--- src/hw/rtl/tlik_pkg.sv ---
// ----------------------------------------------------------------------------
// tlik_pkg
// shared constants, types and tables of the two-link inverse kinematics solver
// ----------------------------------------------------------------------------
package tlik_pkg;

   localparam int COORD_WIDTH  = 16;
   localparam int CORDIC_STEPS = 16;

   localparam int LINK_W     = 15;
   localparam int SQ_W       = 2 * COORD_WIDTH;
   localparam int NUM_W      = 2 * COORD_WIDTH + 2;
   localparam int DEN_W      = 2 * LINK_W + 1;
   localparam int Q_W        = 31;
   localparam int C_W        = Q_W + 1;
   localparam int RAD_W      = 62;
   localparam int ROOT_W     = RAD_W / 2;
   localparam int SREM_W     = ROOT_W + 2;
   localparam int PS_W       = LINK_W + ROOT_W;
   localparam int GX_W       = LINK_W + C_W + 1;
   localparam int CV_W       = 50;
   localparam int ANG_W      = 26;
   localparam int RAW_W      = ANG_W + 1;
   localparam int IDX_W      = 5;
   localparam int PRESCALE   = 40 - COORD_WIDTH;
   localparam int ONE_SHIFT  = 30;
   localparam int SHOULDER_W = 18;
   localparam int ELBOW_W    = 16;

   localparam int DIV_CELLS  = Q_W;
   localparam int SQRT_CELLS = ROOT_W;

   // pipeline stage indexes
   localparam int ST_IN     = 0;
   localparam int ST_SQ     = 1;
   localparam int ST_NUM    = 2;
   localparam int ST_MAG    = 3;
   localparam int ST_DIV    = 4;
   localparam int ST_C      = ST_DIV + DIV_CELLS;
   localparam int ST_CSQ    = ST_C + 1;
   localparam int ST_RAD    = ST_C + 2;
   localparam int ST_SQRT   = ST_C + 3;
   localparam int ST_G1     = ST_SQRT + SQRT_CELLS;
   localparam int ST_G2     = ST_G1 + 1;
   localparam int ST_PRE    = ST_G1 + 2;
   localparam int ST_CORDIC = ST_PRE + 1;
   localparam int ST_FIN    = ST_CORDIC + CORDIC_STEPS;
   localparam int LATENCY   = ST_FIN + 2;

   localparam int CSR_ADDR_W = 3;
   localparam int CSR_DATA_W = 32;

   localparam logic REG_UPPER = 1'b0;
   localparam logic REG_LOWER = 1'b1;

   localparam logic [LINK_W-1:0] UPPER_RESET = LINK_W'(100);
   localparam logic [LINK_W-1:0] LOWER_RESET = LINK_W'(80);

   localparam logic signed [ANG_W-1:0] DEG90  = ANG_W'(90 * 65536);
   localparam logic signed [ANG_W-1:0] DEG180 = ANG_W'(180 * 65536);

   localparam logic signed [RAW_W-1:0] ROUND_HALF   = RAW_W'(128);
   localparam logic signed [RAW_W-1:0] SHOULDER_MIN = -RAW_W'(92160);
   localparam logic signed [RAW_W-1:0] SHOULDER_MAX = RAW_W'(46080);
   localparam logic signed [RAW_W-1:0] ELBOW_MIN    = RAW_W'(0);
   localparam logic signed [RAW_W-1:0] ELBOW_MAX    = RAW_W'(46080);

   localparam int ANGLE_GROUPS = 3;
   localparam int GRP_ALPHA    = 0;
   localparam int GRP_BETA     = 1;
   localparam int GRP_GAMMA    = 2;

   typedef struct packed {
      logic [DEN_W-1:0] rem;
      logic [DEN_W-1:0] den;
      logic [Q_W-1:0]   q;
   } div_type;

   typedef struct packed {
      logic [SREM_W-1:0] rem;
      logic [ROOT_W-1:0] root;
      logic [RAD_W-1:0]  rad;
   } sqrt_type;

   typedef struct packed {
      logic signed [CV_W-1:0]  x;
      logic signed [CV_W-1:0]  y;
      logic signed [ANG_W-1:0] z;
   } cordic_type;

   typedef struct packed {
      logic signed [COORD_WIDTH-1:0] x;
      logic signed [COORD_WIDTH-1:0] y;
      logic [LINK_W-1:0]             l1;
      logic [LINK_W-1:0]             l2;
      logic                          neg;
      logic                          flag;
      logic signed [C_W-1:0]         c;
      logic [ANGLE_GROUPS-1:0]       zero;
   } side_type;

   // atan(2^-i) in degrees * 2^16, rounded to nearest
   function automatic logic signed [ANG_W-1:0] atan_deg(input logic [IDX_W-1:0] idx);
      logic signed [ANG_W-1:0] v;
      case (idx)
         5'd0:    v = ANG_W'(2949120);
         5'd1:    v = ANG_W'(1740967);
         5'd2:    v = ANG_W'(919879);
         5'd3:    v = ANG_W'(466945);
         5'd4:    v = ANG_W'(234379);
         5'd5:    v = ANG_W'(117304);
         5'd6:    v = ANG_W'(58666);
         5'd7:    v = ANG_W'(29335);
         5'd8:    v = ANG_W'(14668);
         5'd9:    v = ANG_W'(7334);
         5'd10:   v = ANG_W'(3667);
         5'd11:   v = ANG_W'(1833);
         5'd12:   v = ANG_W'(917);
         5'd13:   v = ANG_W'(458);
         5'd14:   v = ANG_W'(229);
         5'd15:   v = ANG_W'(115);
         5'd16:   v = ANG_W'(57);
         5'd17:   v = ANG_W'(29);
         5'd18:   v = ANG_W'(14);
         5'd19:   v = ANG_W'(7);
         5'd20:   v = ANG_W'(4);
         5'd21:   v = ANG_W'(2);
         5'd22:   v = ANG_W'(1);
         default: v = '0;
      endcase
      return v;
   endfunction

   // quarter-turn pre-rotation for a vector in the left half plane
   function automatic cordic_type cordic_prerot(input logic signed [CV_W-1:0] x,
                                                input logic signed [CV_W-1:0] y);
      cordic_type r;
      r.x = x;
      r.y = y;
      r.z = '0;
      if (x < 0) begin
         if (y >= 0) begin
            r.x = y;
            r.y = -x;
            r.z = DEG90;
         end else begin
            r.x = -y;
            r.y = x;
            r.z = -DEG90;
         end
      end
      return r;
   endfunction

endpackage

--- src/hw/rtl/tlik_div_cell.sv ---
// ----------------------------------------------------------------------------
// tlik_div_cell
// one quotient bit of the restoring divider for the elbow cosine
// ----------------------------------------------------------------------------
module tlik_div_cell (
   input  logic              clock,
   input  logic              en,
   input  logic              bit_in,
   input  tlik_pkg::div_type up,
   output tlik_pkg::div_type down
);
   import tlik_pkg::*;

   logic [DEN_W:0] trial;
   logic [DEN_W:0] diff;
   logic           ge;
   div_type        down_in;
   div_type        down_ff;

   always_comb begin
      trial        = {up.rem, bit_in};
      diff         = trial - {1'b0, up.den};
      ge           = trial >= {1'b0, up.den};
      down_in.rem  = ge ? diff[DEN_W-1:0] : trial[DEN_W-1:0];
      down_in.den  = up.den;
      down_in.q    = {up.q[Q_W-2:0], ge};
   end

   always_ff @(posedge clock) begin
      if (en) begin
         down_ff <= down_in;
      end
   end

   assign down = down_ff;

endmodule

--- config.mk ---
export PLATFORM = sky130hd
export DESIGN_NAME = tlik_div_cell
export DESIGN_NICKNAME = d
export VERILOG_FILES = /design/src/hw/rtl/tlik_pkg.sv /design/src/hw/rtl/tlik_div_cell.sv
export SDC_FILE = /design/constraint.sdc
export NUM_CORES = 1
export LEC_CHECK = 0
export BUFFER_PORTS_ARGS = -buffer_cell sky130_fd_sc_hd__buf_2
export CAP_MARGIN = 20
export CORE_MARGIN = 1.5
export CORE_UTILIZATION = 49
export DETAILED_ROUTE_END_ITERATION = 7
export PLACE_DENSITY = 0.85
export SYNTH_ARGS = -nofsm -noshare
export SYNTH_HDL_FRONTEND = slang
export SYNTH_SLANG_ARGS = --single-unit
export TNS_END_PERCENT = 50
--- constraint.sdc ---
create_clock -name clock -period 3.3 [get_ports clock]
set_input_delay 0.66 -clock clock [delete_from_list [all_inputs] [get_ports clock]]
set_output_delay 0.66 -clock clock [all_outputs]
set_load 0.1 [all_outputs]
## Word level (Yosys, flattened, before mapping)

Index checks and enable logic that the tools add are counted.

| word-level totals | value |
|---|---|
| bits in registers | 93 |
| output and inout bits | 93 |
| logic and storage cells | 6 |

| cells by class | value |
|---|---|
| $add $sub $neg | 1 |
| magnitude comparators | 1 |
| mux-type cells | 1 |

Operator list:

| kind | count |
|---|---|
| greater-or-equal comparator 32 x 31 -> 1 bit | 1 |
| two-way mux 31 bit | 1 |
| subtractor 31 bit | 1 |

## Logic depth before layout (Yosys ltp)

| logic depth | value |
|---|---|
| depth in word-level cells | 2 |
| depth in mapped cells | 13 |

## Worst setup path before layout

Ideal clock, no wire load.

| timing | value |
|---|---|
| path kind | input-to-reg |
| from | input port up[56] (netlist bit) |
| to | register down_ff, in the netlist down[80], data pin |
| library setup time | 0.260 ns |
| data arrival time | 2.745 ns |
| data required time | 3.040 ns |
| path slack | 0.295 ns |
| stages on the path | 10 |
| cells stage by stage | inv_1 -> ha_1 -> a21o_1 -> a21o_1 -> a2111oi_1 -> nor3_1 -> a211o_1 -> nor2_4 -> inv_4 -> mux2_4 |

RTL lines:

| item | RTL line | RTL |
|---|---|---|
| start: declaration | tlik_div_cell.sv:9 | `input tlik_pkg::div_type up,` |
| end signal: assignment | tlik_div_cell.sv:31 | `down_ff <= down_in;` |
| end: declaration | tlik_div_cell.sv:18 | `div_type down_ff;` |

==> results by group <==
Status
  – Status: finished clean

Layout
  – Most common cell after layout, fill and taps aside: buf_2
  – Number of antenna diodes: 0
  – Synthesis-to-finish area growth: 28.1%
  – Most frequent cells in the layout: 186 x buf_2, 93 x edfxtp_1, 49 x a21oi_1, 41 x inv_1, 41 x nor2_1
  – Layout Utilization: 64.7%
  – Layout cells sized above 1: 35.1%
  – Nets: 775
  – Layout fillers: 780
  – Max reg flops: 93

Floorplanning
  – Site Rows: 36
  – Die area: 10,700 sq um
  – Io pins: 189
  – Initial core utilization: 50.5%
  – Die extent in y: 103 microns
  – Core box area: 9770 sq um
  – Die Wd: 103 microns

Critical path
  – Startpoint Class: input port
  – Largest driver fanout on the critical path: 6
  – Critical path capture point: down[91]
  – Kind of critical path: input port to register
  – Critical path launch point: up[34]
  – WP data arrival: 3160 ps
  – Data required time of the worst path: 3450 ps
  – Crit path capture type: register

Yosys
  – Largest cells by area after synthesis: edfxtp_1 57%, ha_1 7.9%, a21oi_1 5.0%
  – Synth area leader: edfxtp_1
  – Async set or reset register ratio after synthesis: 0%
  – Syn_nets: 568
  – Sequential element share of the synthesized area: 56.6%
  – Mapped Cells: 440
  – Synthesized area: 4930 sq um
  – Synth Flop Type: edfxtp_1
  – Synth Area per Inst: 11.2 sq um
  – Yosys Warn Count: 0
  – Seq cells post-synth: 93
  – Top-area cell type share of the netlist area: 56.6%
  – Cell variety after synth: 47
  – Post-synth EDFFs: 93

Clock network
  – Root Buffer: clkbuf_8
  – Hold_buf cts: 0
  – H-tree depth: 3
  – Clock Path Buffers: 2
  – Total CTS buffers: 9
  – Post-CTS Resized: 0
  – # Post-CTS Setup Buffers: 0
  – Clk slew on worst S/H paths: 100 ps
  – Sink Count: 93
  – CTS tree: done

GRT
  – Gr usage total: 22.8%
  – Initial antenna violation count: 0
  – Gr ovfl total: 0
  – Vias in the first global route: 3,897
  – Largest net degree at the start of global routing: 57
  – First-pass GRT wire length: 18,700 microns

Drt
  – Starting DRT DRC Count: 246
  – First-pass DRT Iterations: 5
  – Residual DRC: 0
  – WL/cell: 15.5 microns
  – DRT antenna net count: 0
  – Routed Wire Length: 12,200 microns
  – DR vias: 4,097
  – Vias per cell: 5.22

Pwr
  – PwrDens: 593 nW/um^2
  – P_leak: 0.00286 uW
  – Peak supply drop: 0.000276 V
  – Total Power: 3750 uW

Hold path
  – Worst Hold Depth: 1
  – Min-delay worst type: input port to register

Run
  – Max cap viols: 0

STA
  – Unrepaired setup endpoints after global routing: false
  – Worst-Margin Slew: 529 ps
  – Fmax: 332 MHz
  – Final setup fails: 0
  – Final Critical Period: 3010 ps
  – Final period util: 91.2%
  – Hold_ws: 466 ps
  – Max-slew violations: 0
  – Final hold violations: 0
  – Normalized max-slew margin: 64.8%

Place
  – Placer Congestion: 0.858
  – I/O Buffers: 187
  – HPWL Detailed: 9650 microns
metrics by stage:
step	cell area (sq um)	setup WS [ps]	std cells	TNS (ps)
floorplan	4930	295	440	0
global placement	6150	2.58	769	0
detailed placement	6150	-98.7	769	-163
CTS	6320	282	785	0
global route	6320	40.6	785	0
finish	6320	289	785	0
cells in the mapped netlist, drive strengths merged (4+ instances only):
| cell | n |
|---|---|
| buf | 8 |
| nor2b | 4 |
| and2 | 5 |
| nand2 | 35 |
| xor2 | 12 |
| o21ai | 27 |
| ha | 31 |
| nor3 | 5 |
| a211oi | 7 |
| clkbuf | 4 |
| nand2b | 4 |
| nand3 | 5 |
| o21bai | 5 |
| xnor2 | 11 |
| a21oi | 49 |
| o211ai | 4 |
| inv | 42 |
| nand4 | 5 |
| a21o | 5 |
| nor2 | 42 |
| edfxtp | 93 |
power by group:
part	switching, uW	internal (uW)	leakage (uW)	total [uW]
Sequential	29.9	1450	0.000911	1480
Clock	420	280	0.0000833	700
Combinational	1250	323	0.00187	1570
Total	1700	2050	0.00286	3750
per-layer routing:
layer	GRT usage (%)	up-vias	routed length, microns
li1	-	2023	-
met1	29.2	1890	5280
met2	38.8	167	5900
met3	3.90	17	781
met4	8.52	0	204
met5	0	-	0
worst max-delay path, cell delays in order:
cell and delay, ps:
buf_2 80, inv_1 40, ha_1 380, nand4_1 140
o21bai_1 200, a211oi_1 340, nor2_1 130, o311a_1 410
nor2_1 260, nor4b_1 100, o41ai_1 420
worst min path at each step:
| stage | from | end | slack (ps) |
|---|---|---|---|
| after floorplan | up[9] | down[10] | 760 |
| after global placement | up[16] | down[17] | 840 |
| final | up[16] | down[17] | 470 |
| after detailed placement | up[6] | down[7] | 840 |
| after global routing | up[18] | down[19] | 450 |
| after CTS | up[6] | down[7] | 450 |
final cells by class:
class | instances | area, sq um | share of cell area [%]
clock inverter | 6 | 46.3 | 0.732
multi-input combinational | 293 | 1910 | 30.2
sequential | 93 | 2790 | 44.2
tap | 133 | 166 | 2.63
inverter | 42 | 160 | 2.53
clock buffer | 10 | 128 | 2.02
timing repair buffer | 208 | 1120 | 17.7
kinds of logic after synthesis:
group                      count (synthesis)  synth area share [%]
AOI/OAI and AO/OA                        121                  15.1
and+or+nand+nor                          116                  10.9
DFF                                       93                  56.6
buffers and inverters                     54                  4.74
adders and majority gates                 32                  8.27
xor gates and xnor gates                  23                  4.08
muxes                                      1                 0.304
(Power assumes the default switching activity.)
