### src/hw/rtl/tlik_pkg.sv
// ----------------------------------------------------------------------------
// tlik_pkg
// shared constants, types and tables of the two-link inverse kinematics solver
// ----------------------------------------------------------------------------
package tlik_pkg;

   localparam int COORD_WIDTH  = 16;
   localparam int CORDIC_STEPS = 16;

   localparam int LINK_W     = 15;
   localparam int SQ_W       = 2 * COORD_WIDTH;
   localparam int NUM_W      = 2 * COORD_WIDTH + 2;
   localparam int DEN_W      = 2 * LINK_W + 1;
   localparam int Q_W        = 31;
   localparam int C_W        = Q_W + 1;
   localparam int RAD_W      = 62;
   localparam int ROOT_W     = RAD_W / 2;
   localparam int SREM_W     = ROOT_W + 2;
   localparam int PS_W       = LINK_W + ROOT_W;
   localparam int GX_W       = LINK_W + C_W + 1;
   localparam int CV_W       = 50;
   localparam int ANG_W      = 26;
   localparam int RAW_W      = ANG_W + 1;
   localparam int IDX_W      = 5;
   localparam int PRESCALE   = 40 - COORD_WIDTH;
   localparam int ONE_SHIFT  = 30;
   localparam int SHOULDER_W = 18;
   localparam int ELBOW_W    = 16;

   localparam int DIV_CELLS  = Q_W;
   localparam int SQRT_CELLS = ROOT_W;

   // pipeline stage indexes
   localparam int ST_IN     = 0;
   localparam int ST_SQ     = 1;
   localparam int ST_NUM    = 2;
   localparam int ST_MAG    = 3;
   localparam int ST_DIV    = 4;
   localparam int ST_C      = ST_DIV + DIV_CELLS;
   localparam int ST_CSQ    = ST_C + 1;
   localparam int ST_RAD    = ST_C + 2;
   localparam int ST_SQRT   = ST_C + 3;
   localparam int ST_G1     = ST_SQRT + SQRT_CELLS;
   localparam int ST_G2     = ST_G1 + 1;
   localparam int ST_PRE    = ST_G1 + 2;
   localparam int ST_CORDIC = ST_PRE + 1;
   localparam int ST_FIN    = ST_CORDIC + CORDIC_STEPS;
   localparam int LATENCY   = ST_FIN + 2;

   localparam int CSR_ADDR_W = 3;
   localparam int CSR_DATA_W = 32;

   localparam logic REG_UPPER = 1'b0;
   localparam logic REG_LOWER = 1'b1;

   localparam logic [LINK_W-1:0] UPPER_RESET = LINK_W'(100);
   localparam logic [LINK_W-1:0] LOWER_RESET = LINK_W'(80);

   localparam logic signed [ANG_W-1:0] DEG90  = ANG_W'(90 * 65536);
   localparam logic signed [ANG_W-1:0] DEG180 = ANG_W'(180 * 65536);

   localparam logic signed [RAW_W-1:0] ROUND_HALF   = RAW_W'(128);
   localparam logic signed [RAW_W-1:0] SHOULDER_MIN = -RAW_W'(92160);
   localparam logic signed [RAW_W-1:0] SHOULDER_MAX = RAW_W'(46080);
   localparam logic signed [RAW_W-1:0] ELBOW_MIN    = RAW_W'(0);
   localparam logic signed [RAW_W-1:0] ELBOW_MAX    = RAW_W'(46080);

   localparam int ANGLE_GROUPS = 3;
   localparam int GRP_ALPHA    = 0;
   localparam int GRP_BETA     = 1;
   localparam int GRP_GAMMA    = 2;

   typedef struct packed {
      logic [DEN_W-1:0] rem;
      logic [DEN_W-1:0] den;
      logic [Q_W-1:0]   q;
   } div_type;

   typedef struct packed {
      logic [SREM_W-1:0] rem;
      logic [ROOT_W-1:0] root;
      logic [RAD_W-1:0]  rad;
   } sqrt_type;

   typedef struct packed {
      logic signed [CV_W-1:0]  x;
      logic signed [CV_W-1:0]  y;
      logic signed [ANG_W-1:0] z;
   } cordic_type;

   typedef struct packed {
      logic signed [COORD_WIDTH-1:0] x;
      logic signed [COORD_WIDTH-1:0] y;
      logic [LINK_W-1:0]             l1;
      logic [LINK_W-1:0]             l2;
      logic                          neg;
      logic                          flag;
      logic signed [C_W-1:0]         c;
      logic [ANGLE_GROUPS-1:0]       zero;
   } side_type;

   // atan(2^-i) in degrees * 2^16, rounded to nearest
   function automatic logic signed [ANG_W-1:0] atan_deg(input logic [IDX_W-1:0] idx);
      logic signed [ANG_W-1:0] v;
      case (idx)
         5'd0:    v = ANG_W'(2949120);
         5'd1:    v = ANG_W'(1740967);
         5'd2:    v = ANG_W'(919879);
         5'd3:    v = ANG_W'(466945);
         5'd4:    v = ANG_W'(234379);
         5'd5:    v = ANG_W'(117304);
         5'd6:    v = ANG_W'(58666);
         5'd7:    v = ANG_W'(29335);
         5'd8:    v = ANG_W'(14668);
         5'd9:    v = ANG_W'(7334);
         5'd10:   v = ANG_W'(3667);
         5'd11:   v = ANG_W'(1833);
         5'd12:   v = ANG_W'(917);
         5'd13:   v = ANG_W'(458);
         5'd14:   v = ANG_W'(229);
         5'd15:   v = ANG_W'(115);
         5'd16:   v = ANG_W'(57);
         5'd17:   v = ANG_W'(29);
         5'd18:   v = ANG_W'(14);
         5'd19:   v = ANG_W'(7);
         5'd20:   v = ANG_W'(4);
         5'd21:   v = ANG_W'(2);
         5'd22:   v = ANG_W'(1);
         default: v = '0;
      endcase
      return v;
   endfunction

   // quarter-turn pre-rotation for a vector in the left half plane
   function automatic cordic_type cordic_prerot(input logic signed [CV_W-1:0] x,
                                                input logic signed [CV_W-1:0] y);
      cordic_type r;
      r.x = x;
      r.y = y;
      r.z = '0;
      if (x < 0) begin
         if (y >= 0) begin
            r.x = y;
            r.y = -x;
            r.z = DEG90;
         end else begin
            r.x = -y;
            r.y = x;
            r.z = -DEG90;
         end
      end
      return r;
   endfunction

endpackage

### src/hw/rtl/tlik_sqrt_cell.sv
// ----------------------------------------------------------------------------
// tlik_sqrt_cell
// one root bit of the digit-by-digit square root of the elbow sine
// ----------------------------------------------------------------------------
module tlik_sqrt_cell (
   input  logic               clock,
   input  logic               en,
   input  logic [1:0]         pair,
   input  tlik_pkg::sqrt_type up,
   output tlik_pkg::sqrt_type down
);
   import tlik_pkg::*;

   logic [SREM_W+1:0] cur;
   logic [SREM_W+1:0] trial;
   logic [SREM_W+1:0] diff;
   logic              ge;
   sqrt_type          down_in;
   sqrt_type          down_ff;

   always_comb begin
      cur          = {up.rem, pair};
      trial        = (SREM_W + 2)'({up.root, 2'b01});
      diff         = cur - trial;
      ge           = cur >= trial;
      down_in.rem  = ge ? diff[SREM_W-1:0] : cur[SREM_W-1:0];
      down_in.root = {up.root[ROOT_W-2:0], ge};
      down_in.rad  = up.rad;
   end

   always_ff @(posedge clock) begin
      if (en) begin
         down_ff <= down_in;
      end
   end

   assign down = down_ff;

endmodule

### config.mk
export PLATFORM = sky130hd
export DESIGN_NAME = tlik_sqrt_cell
export DESIGN_NICKNAME = d
export VERILOG_FILES = /design/src/hw/rtl/tlik_pkg.sv /design/src/hw/rtl/tlik_sqrt_cell.sv
export SDC_FILE = /design/constraint.sdc
export NUM_CORES = 1
export LEC_CHECK = 0
export ABC_AREA = 1
export BUFFER_PORTS_ARGS = -buffer_cell sky130_fd_sc_hd__buf_4
export CAP_MARGIN = 20
export CORE_UTILIZATION = 50
export CTS_CLUSTER_SIZE = 10
export DETAILED_ROUTE_END_ITERATION = 7
export PLACE_DENSITY = 0.8
export SYNTH_ARGS = -nofsm -noshare
export SYNTH_HDL_FRONTEND = slang
export SYNTH_SLANG_ARGS = --single-unit
### constraint.sdc
create_clock -name clock -period 2.1 [get_ports clock]
set_input_delay 0.315 -clock clock [delete_from_list [all_inputs] [get_ports clock]]
set_output_delay 0.315 -clock clock [all_outputs]
set_load 0.01 [all_outputs]
### Yosys cells after proc, flatten, opt, wreduce, memory -nomap -nowiden

Cells that the tools add are included.
Widths: inputs -> output; s select.

* add/sub/neg operators: 1
* $lt $le $gt $ge: 1
* multiplexer cells: 1

Operator list (number)
* $ge 35x33->1: 1
* $mux 33: 1
* $sub 33x33->33: 1

* register bits after elaboration: 126
* bits of input ports: 130
* output and inout port bits: 126
* logic and storage cells: 6

### Logic depth before layout (Yosys ltp)

Gate-level depths: netlist of the first run.

* depth in word-level cells: 2
* gate-level depth with buffers: 15
* gate-level depth less buffers: 14

### Worst setup path before layout of the first run

No wires, ideal clock.

* path type: input port to flip-flop
* start point: input up[90] (netlist bit)
* end point: register down_ff, in the netlist down[118], data pin
* setup time: 0.252 ns
* data arrival time: 1.660 ns
* required time: 1.848 ns
* path slack: 0.187 ns
* stages on the path: 12
* buffers on the path: 1
* path through: inv_1 ha_1 nand2_1 inv_1 a21oi_1 nand2b_1 nand3_2 nor2_4 nand2_8 buf_12 nand3_2 nand2_1

RTL lines
* start, declared: RTL line tlik_sqrt_cell.sv:9 `input tlik_pkg::sqrt_type up,`
* end signal, assigned: RTL line tlik_sqrt_cell.sv:33 `down_ff <= down_in;`
* end, declared: RTL line tlik_sqrt_cell.sv:19 `sqrt_type down_ff;`

==> results of run 1 <==
-- power groups by stage --
| stage | combinational [mW] | sequential (mW) | clock [mW] |
|---|---|---|---|
| CTS | 1.86 | 3.15 | 2.70 |
| finish | 1.86 | 3.15 | 2.68 |
| detailed placement | 1.85 | 3.20 | 0 |
| global route | 2.04 | 3.17 | 2.79 |
| global placement | 1.81 | 3.18 | 0 |
| floorplan | 0.716 | 3.32 | 0 |
-- area by class of cell --
class	count	share of cell area, %
diodes	1	0.02409
clock buffers	19	4.168
clock inverters	12	0.9396
inverters	165	5.963
multi-input cells	513	25.25
flip-flops and latches	126	36.43
well taps	180	2.168
repair buffers	335	25.06
-- worst max-delay path: stages --
cell                      delay (ps)
sky130_fd_sc_hd__buf_4            90
sky130_fd_sc_hd__inv_1            30
sky130_fd_sc_hd__ha_1            360
sky130_fd_sc_hd__nand2_1         100
sky130_fd_sc_hd__nor2_1          280
sky130_fd_sc_hd__nand2_1         140
sky130_fd_sc_hd__nor2_2          120
sky130_fd_sc_hd__nand2_1          90
sky130_fd_sc_hd__nand3_2          90
sky130_fd_sc_hd__nor2_4           60
sky130_fd_sc_hd__buf_12          180
sky130_fd_sc_hd__nand3_1          90
sky130_fd_sc_hd__nand2_1          70
-- placed cells by master, fill, tap and decap left out, types with 2 or more instances in the layout --
cell / synthesis / routed
sky130_fd_sc_hd__a21oi_1: 20 / 20
sky130_fd_sc_hd__and2_1: 3 / 3
sky130_fd_sc_hd__buf_12: 1 / 7
sky130_fd_sc_hd__buf_4: 0 / 328
sky130_fd_sc_hd__clkbuf_1: 0 / 2
sky130_fd_sc_hd__clkbuf_16: 0 / 17
sky130_fd_sc_hd__clkinv_1: 0 / 2
sky130_fd_sc_hd__clkinv_2: 0 / 4
sky130_fd_sc_hd__clkinvlp_4: 0 / 3
sky130_fd_sc_hd__edfxtp_1: 126 / 126
sky130_fd_sc_hd__ha_1: 33 / 33
sky130_fd_sc_hd__inv_1: 156 / 156
sky130_fd_sc_hd__inv_2: 9 / 9
sky130_fd_sc_hd__nand2_1: 291 / 291
sky130_fd_sc_hd__nand2_2: 4 / 4
sky130_fd_sc_hd__nand3_1: 58 / 58
sky130_fd_sc_hd__nand3_2: 16 / 16
sky130_fd_sc_hd__nand3b_1: 9 / 9
sky130_fd_sc_hd__nand4_1: 5 / 5
sky130_fd_sc_hd__nor2_1: 35 / 35
sky130_fd_sc_hd__nor2_2: 7 / 7
sky130_fd_sc_hd__nor3_1: 9 / 9
sky130_fd_sc_hd__xor2_1: 13 / 13
-- cells by family after synthesis --
group / Yosys count / synth area share [%]
AO/OA/AOI/OAI: 23 / 1.691
XOR/XNOR: 14 / 1.727
adder cells (fa/ha/maj): 33 / 5.814
buffers and inverters: 174 / 9.796
flip-flops: 126 / 53.28
AND/OR/NAND/NOR: 443 / 27.70
-- per-stage QoR --
stage / std cells / setup WS [ps]
detailed placement: 1319 / -153.7
finish: 1351 / 264.4
CTS: 1350 / 279.4
global placement: 1319 / -109.1
floorplan: 813 / 187.2
global route: 1351 / 98.07
-- per-layer routing --
metal	vias up	GRT usage (%)	part of all wire (%)
met5	-	0	0
met4	0	13.58	3.1
met3	45	6.391	6.9
met2	238	51.54	51
met1	2941	34.11	39
li1	3270	-	-
-- how the worst min path moves through the flow --
stage                       from                  to  slack (ps)  depth (start not counted)
after floorplan            up[0]   down[0]$_DFFE_PP_         410                          0
after global placement    up[27]  down[27]$_DFFE_PP_         490                          1
after detailed placement  up[30]  down[30]$_DFFE_PP_         490                          1
after CTS                 up[23]  down[23]$_DFFE_PP_          60                          1
after global routing      up[46]  down[46]$_DFFE_PP_          60                          1
final                     up[23]  down[23]$_DFFE_PP_          60                          1
==> run_results.csv, run 1 <==
group,metric,value,unit
status,status,"finished clean",
sta,timing.fmax,544.8,MHz
placed_design,dpl.hpwl,16740,microns
clock_tree,cts_repair_resize_count,0,
yosys,post-synth-top-area-cell,"sky130_fd_sc_hd__edfxtp_1",
final_layout,multiInputGateArea,2623,sq um
floorplanning,die_w,121.2,microns
power,comb_power_share,24.2,%
yosys,post_synth_most_frequent_cells,"sky130_fd_sc_hd__nand2_1 (291), sky130_fd_sc_hd__inv_1 (156), sky130_fd_sc_hd__edfxtp_1 (126)",
routing,antenna_viol_nets_final,0,
global_route,antenna_found_initial,1,
clock_tree,cts_setup_buffers,0,
sta,hold_slack,64.88,ps
worst_hold_path,hp-class,"in -> reg",
worst_setup_path,worstPathRequired,2270,ps
sta,maxSlewViolCount,0,
clock_tree,cts-buffers-inserted,17,
sta,finalSetupTns,0,ps
yosys,synthesis.area,7102,sq um
global_route,grt_pass1_vias,6170,
yosys,mappedNetlistNets,976,
worst_setup_path,worst_setup_path_startpoint,"up[80]",
sta,timing.max_slew.rel_slack,75.47,%
clock_tree,clockBufferDepth,2,
run,cap_violations,0,
floorplanning,area_inside_the_core_boundary,13880,sq um
sta,final_setup_violating_endpoints,0,
clock_tree,cts.clk_slew.worst_paths,60,ps
placed_design,post_dp_cell_area,9853,sq um
sta,worst_tran_pin_value,368.0,ps
power,power_switching_share,27.59,%
final_layout,final_area,10390,sq um
worst_setup_path,cp-endpoint,"down[119]$_DFFE_PP_",
final_layout,flip_flop_count_of_the_largest_register_after_layout,126,
yosys,number_of_enable_flip_flop_cells_after_synthesis,126,
routing,dr.first_iter.drc_count,345,
sta,final.min_clock_period,1836,ps
yosys,synth.top_cells.by_area,"sky130_fd_sc_hd__edfxtp_1 (53%), sky130_fd_sc_hd__nand2_1 (15%), sky130_fd_sc_hd__inv_1 (8.2%)",
final_layout,syn_to_final_growth,46.25,%
sta,hold_violations,0,
yosys,synthMostInstantiatedCell,"sky130_fd_sc_hd__nand2_1",
yosys,ys_async_sr_fraction,0,%
routing,detailroute.via_count,6494,
power,vdd_drop_max,0.4634,mV
final_layout,fillerInstances,1049,
routing,avgRoutedWirePerCell,15.74,microns
final_layout,post-route-util,74.82,%
power,p_leak,5.410,nW
worst_setup_path,critical_path_arrival,2010,ps
floorplanning,area_enclosed_by_the_die_boundary,14680,sq um
clock_tree,clkSinkCount,126,
clock_tree,ctsRootBufferMaster,"sky130_fd_sc_hd__clkbuf_16",
yosys,synth_seq_cells,126,
power,clkPwrFrac,34.8,%
global_route,globalRouteTotalUtil,29.37,%
clock_tree,ctsHtreeMaxLevel,4,
power,seq_power_share,41.0,%
worst_setup_path,timing_worst_setup_path_type,"in -> reg",
global_route,global_route_wire_length_before_repair,31560,microns
global_route,grt-ovfl-total,0,
final_layout,nNetsFinal,1321,
final_layout,register_cell_area_after_layout,3784,sq um
yosys,yosys_most_used_dff,"sky130_fd_sc_hd__edfxtp_1",
yosys,synth_cells,813,
routing,via_per_inst,4.807,
power,totalPowerFinal,7.691,mW
floorplanning,initial_utilization,51.16,%
floorplanning,die_h,121.2,microns
sta,finalCritPeriodShare,87.41,%
worst_setup_path,end_kind,"flop",
power,power.density,740.5,nW/um^2
worst_setup_path,timing.critical_path.fanout_max,24,
yosys,synth_cell_types,30,
power,cell_internal_pwr,5.569,mW
routing,detail_route.first_pass.iterations,5,
yosys,synthesis.area_per_instance,8.735,sq um
clock_tree,ctsHoldBuffers,0,
yosys,post-synth-top-area-fraction,53.28,%
routing,routed_wirelength,21270,microns
floorplanning,top_level_i_o_count,256,
placed_design,place.gp.congestion,0.9040,
global_route,pin_count_of_the_biggest_net_entering_global_routing,72,
clock_tree,cts_tree,"yes",
placed_design,place.port_buffers,255,
yosys,sequential_element_share_of_the_synthesized_area,53.28,%
power,power.switching,2.122,mW
final_layout,drive_gt1_share,34.36,%
worst_setup_path,critPathLaunchType,"input pin",
sta,rsz0062_at_grt,"false",
floorplanning,row_count,43,
yosys,yosys_warnings,0,
routing,drc,0,
Power figures use the tool's default switching activity.
==> run 2, diff against run 1 <==
- GPL_TIMING_DRIVEN: unset -> 0
- PLACE_DENSITY: 0.8 -> 0.78
==> run 2 against run 1 <==
Sequential cell count did not move. Largest power group is now the clock network. Sequential power about the same. Fmax down 6.0%. Clock-buffer cell count shrank 1. Final area decreased by 4.5%. Highest routed layer unchanged. Via count shrank 3.5%.
==> run_results.csv, run 2 (synthesis gave the netlist of run 1 again) <==
group,metric,value,unit
worst_setup_path,crit_slowest_cell,"sky130_fd_sc_hd__ha_1",
power,power_switching_share,26.60,%
power,seq_power_share,39.0,%
floorplanning,die_h,121.2,microns
sta,final.min_clock_period,1952,ps
placed_design,dpl.hpwl,15750,microns
sta,hold_slack,65.06,ps
sta,worst_tran_pin_value,437.2,ps
clock_tree,ctsRootBufferMaster,"sky130_fd_sc_hd__clkbuf_16",
power,vdd_drop_max,0.5435,mV
final_layout,syn_to_final_growth,39.64,%
final_layout,post-route-util,71.44,%
worst_setup_path,timing.critical_path.fanout_max,10,
power,p_leak,5.098,nW
final_layout,layout_commonest_cell,"sky130_fd_sc_hd__nand2_1",
routing,detailroute.via_count,6267,
clock_tree,cts_tree,"yes",
clock_tree,cts_setup_buffers,0,
floorplanning,area_enclosed_by_the_die_boundary,14680,sq um
floorplanning,top_level_i_o_count,256,
routing,avgRoutedWirePerCell,16.40,microns
floorplanning,area_inside_the_core_boundary,13880,sq um
final_layout,flip_flop_count_of_the_largest_register_after_layout,126,
power,clkPwrFrac,39.9,%
global_route,grt-ovfl-total,0,
status,status,"finished clean",
routing,dr.first_iter.drc_count,382,
placed_design,place.gp.congestion,0.9227,
power,power.switching,2.149,mW
worst_setup_path,path_buf_inv,3,
sta,finalCritPeriodShare,92.95,%
placed_design,place.port_buffers,255,
routing,antenna_viol_nets_final,0,
routing,detail_route.first_pass.iterations,5,
sta,hold_violations,0,
worst_hold_path,hold-path-cell-count,1,
routing,top_layer,"met4",
power,power.density,814.6,nW/um^2
routing,via_per_inst,4.892,
final_layout,insertedDiodeCount,0,
worst_setup_path,crit_path_max_incr_delay,340,ps
global_route,grt_pass1_vias,6108,
final_layout,register_cell_area_after_layout,3784,sq um
worst_setup_path,worstPathRequired,2280,ps
sta,setup_ws,148.0,ps
floorplanning,die_w,121.2,microns
global_route,pin_count_of_the_biggest_net_entering_global_routing,85,
final_layout,layout.cells.most_common_list,"sky130_fd_sc_hd__nand2_1 (291), sky130_fd_sc_hd__buf_4 (254), sky130_fd_sc_hd__inv_1 (156)",
floorplanning,initial_utilization,51.16,%
worst_setup_path,critPathLaunchType,"input pin",
routing,met3_wl,1492,microns
sta,timing.fmax,512.3,MHz
routing,met2_wirelength,10500,microns
power,cell_internal_pwr,5.930,mW
final_layout,fillerInstances,1091,
worst_setup_path,end_kind,"flop",
global_route,antenna_found_initial,0,
sta,final_setup_violating_endpoints,0,
clock_tree,cts-buffers-inserted,17,
worst_setup_path,crit_top_cell,"sky130_fd_sc_hd__nand2_1",
placed_design,post_dp_cell_area,9273,sq um
final_layout,multiInputGateArea,2623,sq um
worst_setup_path,path_depth,13,
final_layout,nNetsFinal,1251,
floorplanning,row_count,43,
worst_setup_path,worstPathCellList,"buf_4, inv_1, ha_1, nand2_1, nand2_1, a21oi_1, nand2b_1, nand3_2, nor2_4, nand2_8, buf_12, nand3_2, nand2_1",
sta,maxSlewViolCount,0,
final_layout,drive_gt1_share,30.34,%
routing,routed_wirelength,21010,microns
worst_setup_path,critical_path_arrival,2130,ps
sta,rsz0062_at_grt,"false",
routing,drc,0,
global_route,globalRouteTotalUtil,29.50,%
clock_tree,ctsHoldBuffers,0,
global_route,global_route_wire_length_before_repair,31730,microns
sta,timing.max_slew.rel_slack,70.85,%
clock_tree,ctsHtreeMaxLevel,4,
placed_design,dpl_worst_slack,-263.3,ps
clock_tree,clkSinkCount,126,
worst_setup_path,timing.critical_path.max_delay_family,"simple AND/OR/NAND/NOR gates",
power,comb_power_share,21.1,%
clock_tree,clockBufferDepth,2,
run,cap_violations,0,
worst_hold_path,hp-class,"in -> reg",
clock_tree,cts.clk_slew.worst_paths,60,ps
routing,routedLengthMet1,8348,microns
worst_setup_path,timing_worst_setup_path_type,"in -> reg",
final_layout,final_area,9917,sq um
clock_tree,cts_repair_resize_count,0,
==> run 2: final timing paths <==
kind / to / startpoint / slack, ps
hold / removal: down[36]$_DFFE_PP_ / up[36] / 70
setup / recovery: down[112]$_DFFE_PP_ / up[88] / 150
==> run 2: routing by layer <==
layer	up-vias	global-route usage, %
met3	48	7.989
met4	0	11.81
met5	-	0
li1	3139	-
met1	2831	33.37
met2	249	52.43
==> run 2: area by class of cell <==
cell class,count,area share (%)
plain buffers,9,0.7696
clock buffers,18,4.328
clock inverters,14,2.170
inverters,165,6.245
multi-input cells,513,26.44
flip-flops and latches,126,38.15
well taps,180,2.271
repair buffers,256,19.62
==> run 2: per-stage QoR <==
step / total power, mW / TNS (ps) / std cells
final: 8.079 / 0 / 1281
after global routing: 8.388 / 0 / 1281
after CTS: 8.108 / 0 / 1281
after detailed placement: 4.868 / -7119 / 1249
after global placement: 4.824 / -7396 / 1248
after floorplan: 4.039 / 0 / 813
==> run 2: power by group through the flow <==
stage / clock network (mW) / logic, mW / registers [mW]
floorplan: 0 / 0.716 / 3.32
global placement: 0 / 1.64 / 3.18
detailed placement: 0 / 1.68 / 3.19
CTS: 3.25 / 1.70 / 3.16
global route: 3.34 / 1.87 / 3.17
finish: 3.22 / 1.70 / 3.15
==> run 3, diff against run 2 <==
- PLACE_DENSITY: 0.78 -> 0.8
==> run 3 against run 2 <==
Global-route usage decreased by 0.59 points. Power decreased by 2.2%. Critical endpoint unchanged. Clock-buffer cell count increased by 2. Clock power decreased by 5%. Final area decreased by 0.26%. Largest power group is now sequential cells.
==> run_results.csv, run 3 (synthesis gave the netlist of run 1 again) <==
group,metric,value,unit
status,status,"finished clean",
routing,detail_route.first_pass.iterations,6,
clock_tree,cts-buffers-inserted,17,
global_route,grt_pass1_vias,5865,
clock_tree,ctsHtreeMaxLevel,4,
routing,antenna_viol_nets_final,0,
worst_setup_path,timing.critical_path.fanout_max,10,
clock_tree,clockBufferDepth,2,
worst_hold_path,hp-class,"in -> reg",
sta,timing.max_slew.rel_slack,70.85,%
placed_design,place.gp.congestion,0.9015,
power,power_switching_share,26.55,%
final_layout,layout_commonest_cell,"sky130_fd_sc_hd__nand2_1",
worst_setup_path,critPathLaunchType,"input pin",
sta,worst_tran_pin_value,437.2,ps
worst_setup_path,worstPathRequired,2270,ps
sta,hold_violations,0,
sta,finalSetupTns,0,ps
sta,rsz0062_at_grt,"false",
global_route,grt-ovfl-total,0,
routing,dr.first_iter.drc_count,446,
sta,final_setup_violating_endpoints,0,
floorplanning,die_h,121.2,microns
sta,timing.fmax,511.7,MHz
worst_setup_path,cp-endpoint,"down[112]$_DFFE_PP_",
worst_setup_path,timing_worst_setup_path_type,"in -> reg",
clock_tree,ctsRootBufferMaster,"sky130_fd_sc_hd__clkbuf_16",
clock_tree,ctsHoldBuffers,0,
power,seq_power_share,39.9,%
sta,maxSlewViolCount,0,
power,clkPwrFrac,38.6,%
clock_tree,cts.clk_slew.worst_paths,60,ps
floorplanning,area_enclosed_by_the_die_boundary,14680,sq um
worst_setup_path,end_kind,"flop",
routing,detailroute.via_count,6287,
final_layout,post-route-util,71.25,%
placed_design,dpl.hpwl,15810,microns
floorplanning,area_inside_the_core_boundary,13880,sq um
final_layout,layout.cells.most_common_list,"sky130_fd_sc_hd__nand2_1 (289), sky130_fd_sc_hd__buf_4 (254), sky130_fd_sc_hd__inv_1 (156)",
clock_tree,clkSinkCount,126,
floorplanning,initial_utilization,51.16,%
sta,final.min_clock_period,1954,ps
power,cell_internal_pwr,5.802,mW
power,totalPowerFinal,7.900,mW
power,vdd_drop_max,0.4762,mV
final_layout,syn_to_final_growth,39.27,%
routing,routed_wirelength,20960,microns
run,cap_violations,0,
clock_tree,cts_tree,"yes",
routing,avgRoutedWirePerCell,16.35,microns
routing,drc,0,
worst_setup_path,worst_setup_path_startpoint,"up[80]",
placed_design,place.port_buffers,255,
power,p_leak,5.087,nW
final_layout,drive_gt1_share,30.52,%
global_route,pin_count_of_the_biggest_net_entering_global_routing,85,
routing,via_per_inst,4.904,
worst_hold_path,hold_path.startpoint,"up[6]",
final_layout,nNetsFinal,1251,
sta,finalCritPeriodShare,93.06,%
power,power.density,798.7,nW/um^2
global_route,antenna_found_initial,1,
power,comb_power_share,21.5,%
global_route,global_route_wire_length_before_repair,31010,microns
floorplanning,row_count,43,
final_layout,flip_flop_count_of_the_largest_register_after_layout,126,
floorplanning,top_level_i_o_count,256,
power,power.switching,2.097,mW
floorplanning,die_w,121.2,microns
global_route,globalRouteTotalUtil,28.90,%
worst_setup_path,critical_path_arrival,2120,ps
run 3: cell type report:
class,count,area [sq um]
diodes,1,2.502
plain buffers,9,76.32
clock buffers,20,436.7
clock inverters,12,167.7
fillers,1116,3990
inverters,165,619.3
multi-input cells,513,2634
flip-flops and latches,126,3784
well taps,180,225.2
repair buffers,256,1946
run 3: repair_timing:
item                                    CTS  global route
endpoints found under the setup margin    0             1
gates resized for setup                   0             4
buffers inserted                          0             0
hold endpoints to repair                  0             0
run 3: critical path, cell delays in order:
cell and delay [ps]:
sky130_fd_sc_hd__buf_4 80, sky130_fd_sc_hd__inv_1 30, sky130_fd_sc_hd__ha_1 360, sky130_fd_sc_hd__nand2_1 140
sky130_fd_sc_hd__nor2_1 100, sky130_fd_sc_hd__nand2_1 130, sky130_fd_sc_hd__nor2_2 50, sky130_fd_sc_hd__nand2_1 70
sky130_fd_sc_hd__nand3_2 80, sky130_fd_sc_hd__nor2_4 280, sky130_fd_sc_hd__nand2_8 140, sky130_fd_sc_hd__buf_12 180
sky130_fd_sc_hd__nand3_2 90, sky130_fd_sc_hd__nand2_1 70
run 3: worst min path at each step:
stage,end,cells past startpoint,slack (ps)
after CTS,down[6]$_DFFE_PP_,1,60
final,down[6]$_DFFE_PP_,1,70
after global routing,down[17]$_DFFE_PP_,1,60
after global placement,down[51]$_DFFE_PP_,1,490
after detailed placement,down[56]$_DFFE_PP_,1,490
after floorplan,down[0]$_DFFE_PP_,0,410
run 3: power by group through the flow:
| stage | sequential, mW | clock [mW] | combinational (mW) |
|---|---|---|---|
| final | 3.15 | 3.05 | 1.70 |
| after detailed placement | 3.19 | 0 | 1.67 |
| after CTS | 3.15 | 3.08 | 1.70 |
| after floorplan | 3.32 | 0 | 0.716 |
| after global placement | 3.18 | 0 | 1.64 |
| after global routing | 3.17 | 3.16 | 1.87 |
run 3: per-stage QoR:
step	setup WS [ps]	cells	area [sq um]	hold WS [ps]
2_1_floorplan	187.2	813	7102	413.9
3_3_place_gp	-284.9	1248	9241	492.8
3_5_place_dp	-269.8	1249	9273	494.3
4_1_cts	142.3	1281	9877	59.72
5_1_grt	8.137	1282	9891	60.46
6_report	145.8	1282	9891	70.96
run 3: routing by layer:
metal / GRT usage [%] / part of all wire [%]
met5: 0 / 0
met4: 12.27 / 3.3
met3: 7.331 / 7.9
met2: 51.61 / 50
met1: 32.54 / 38
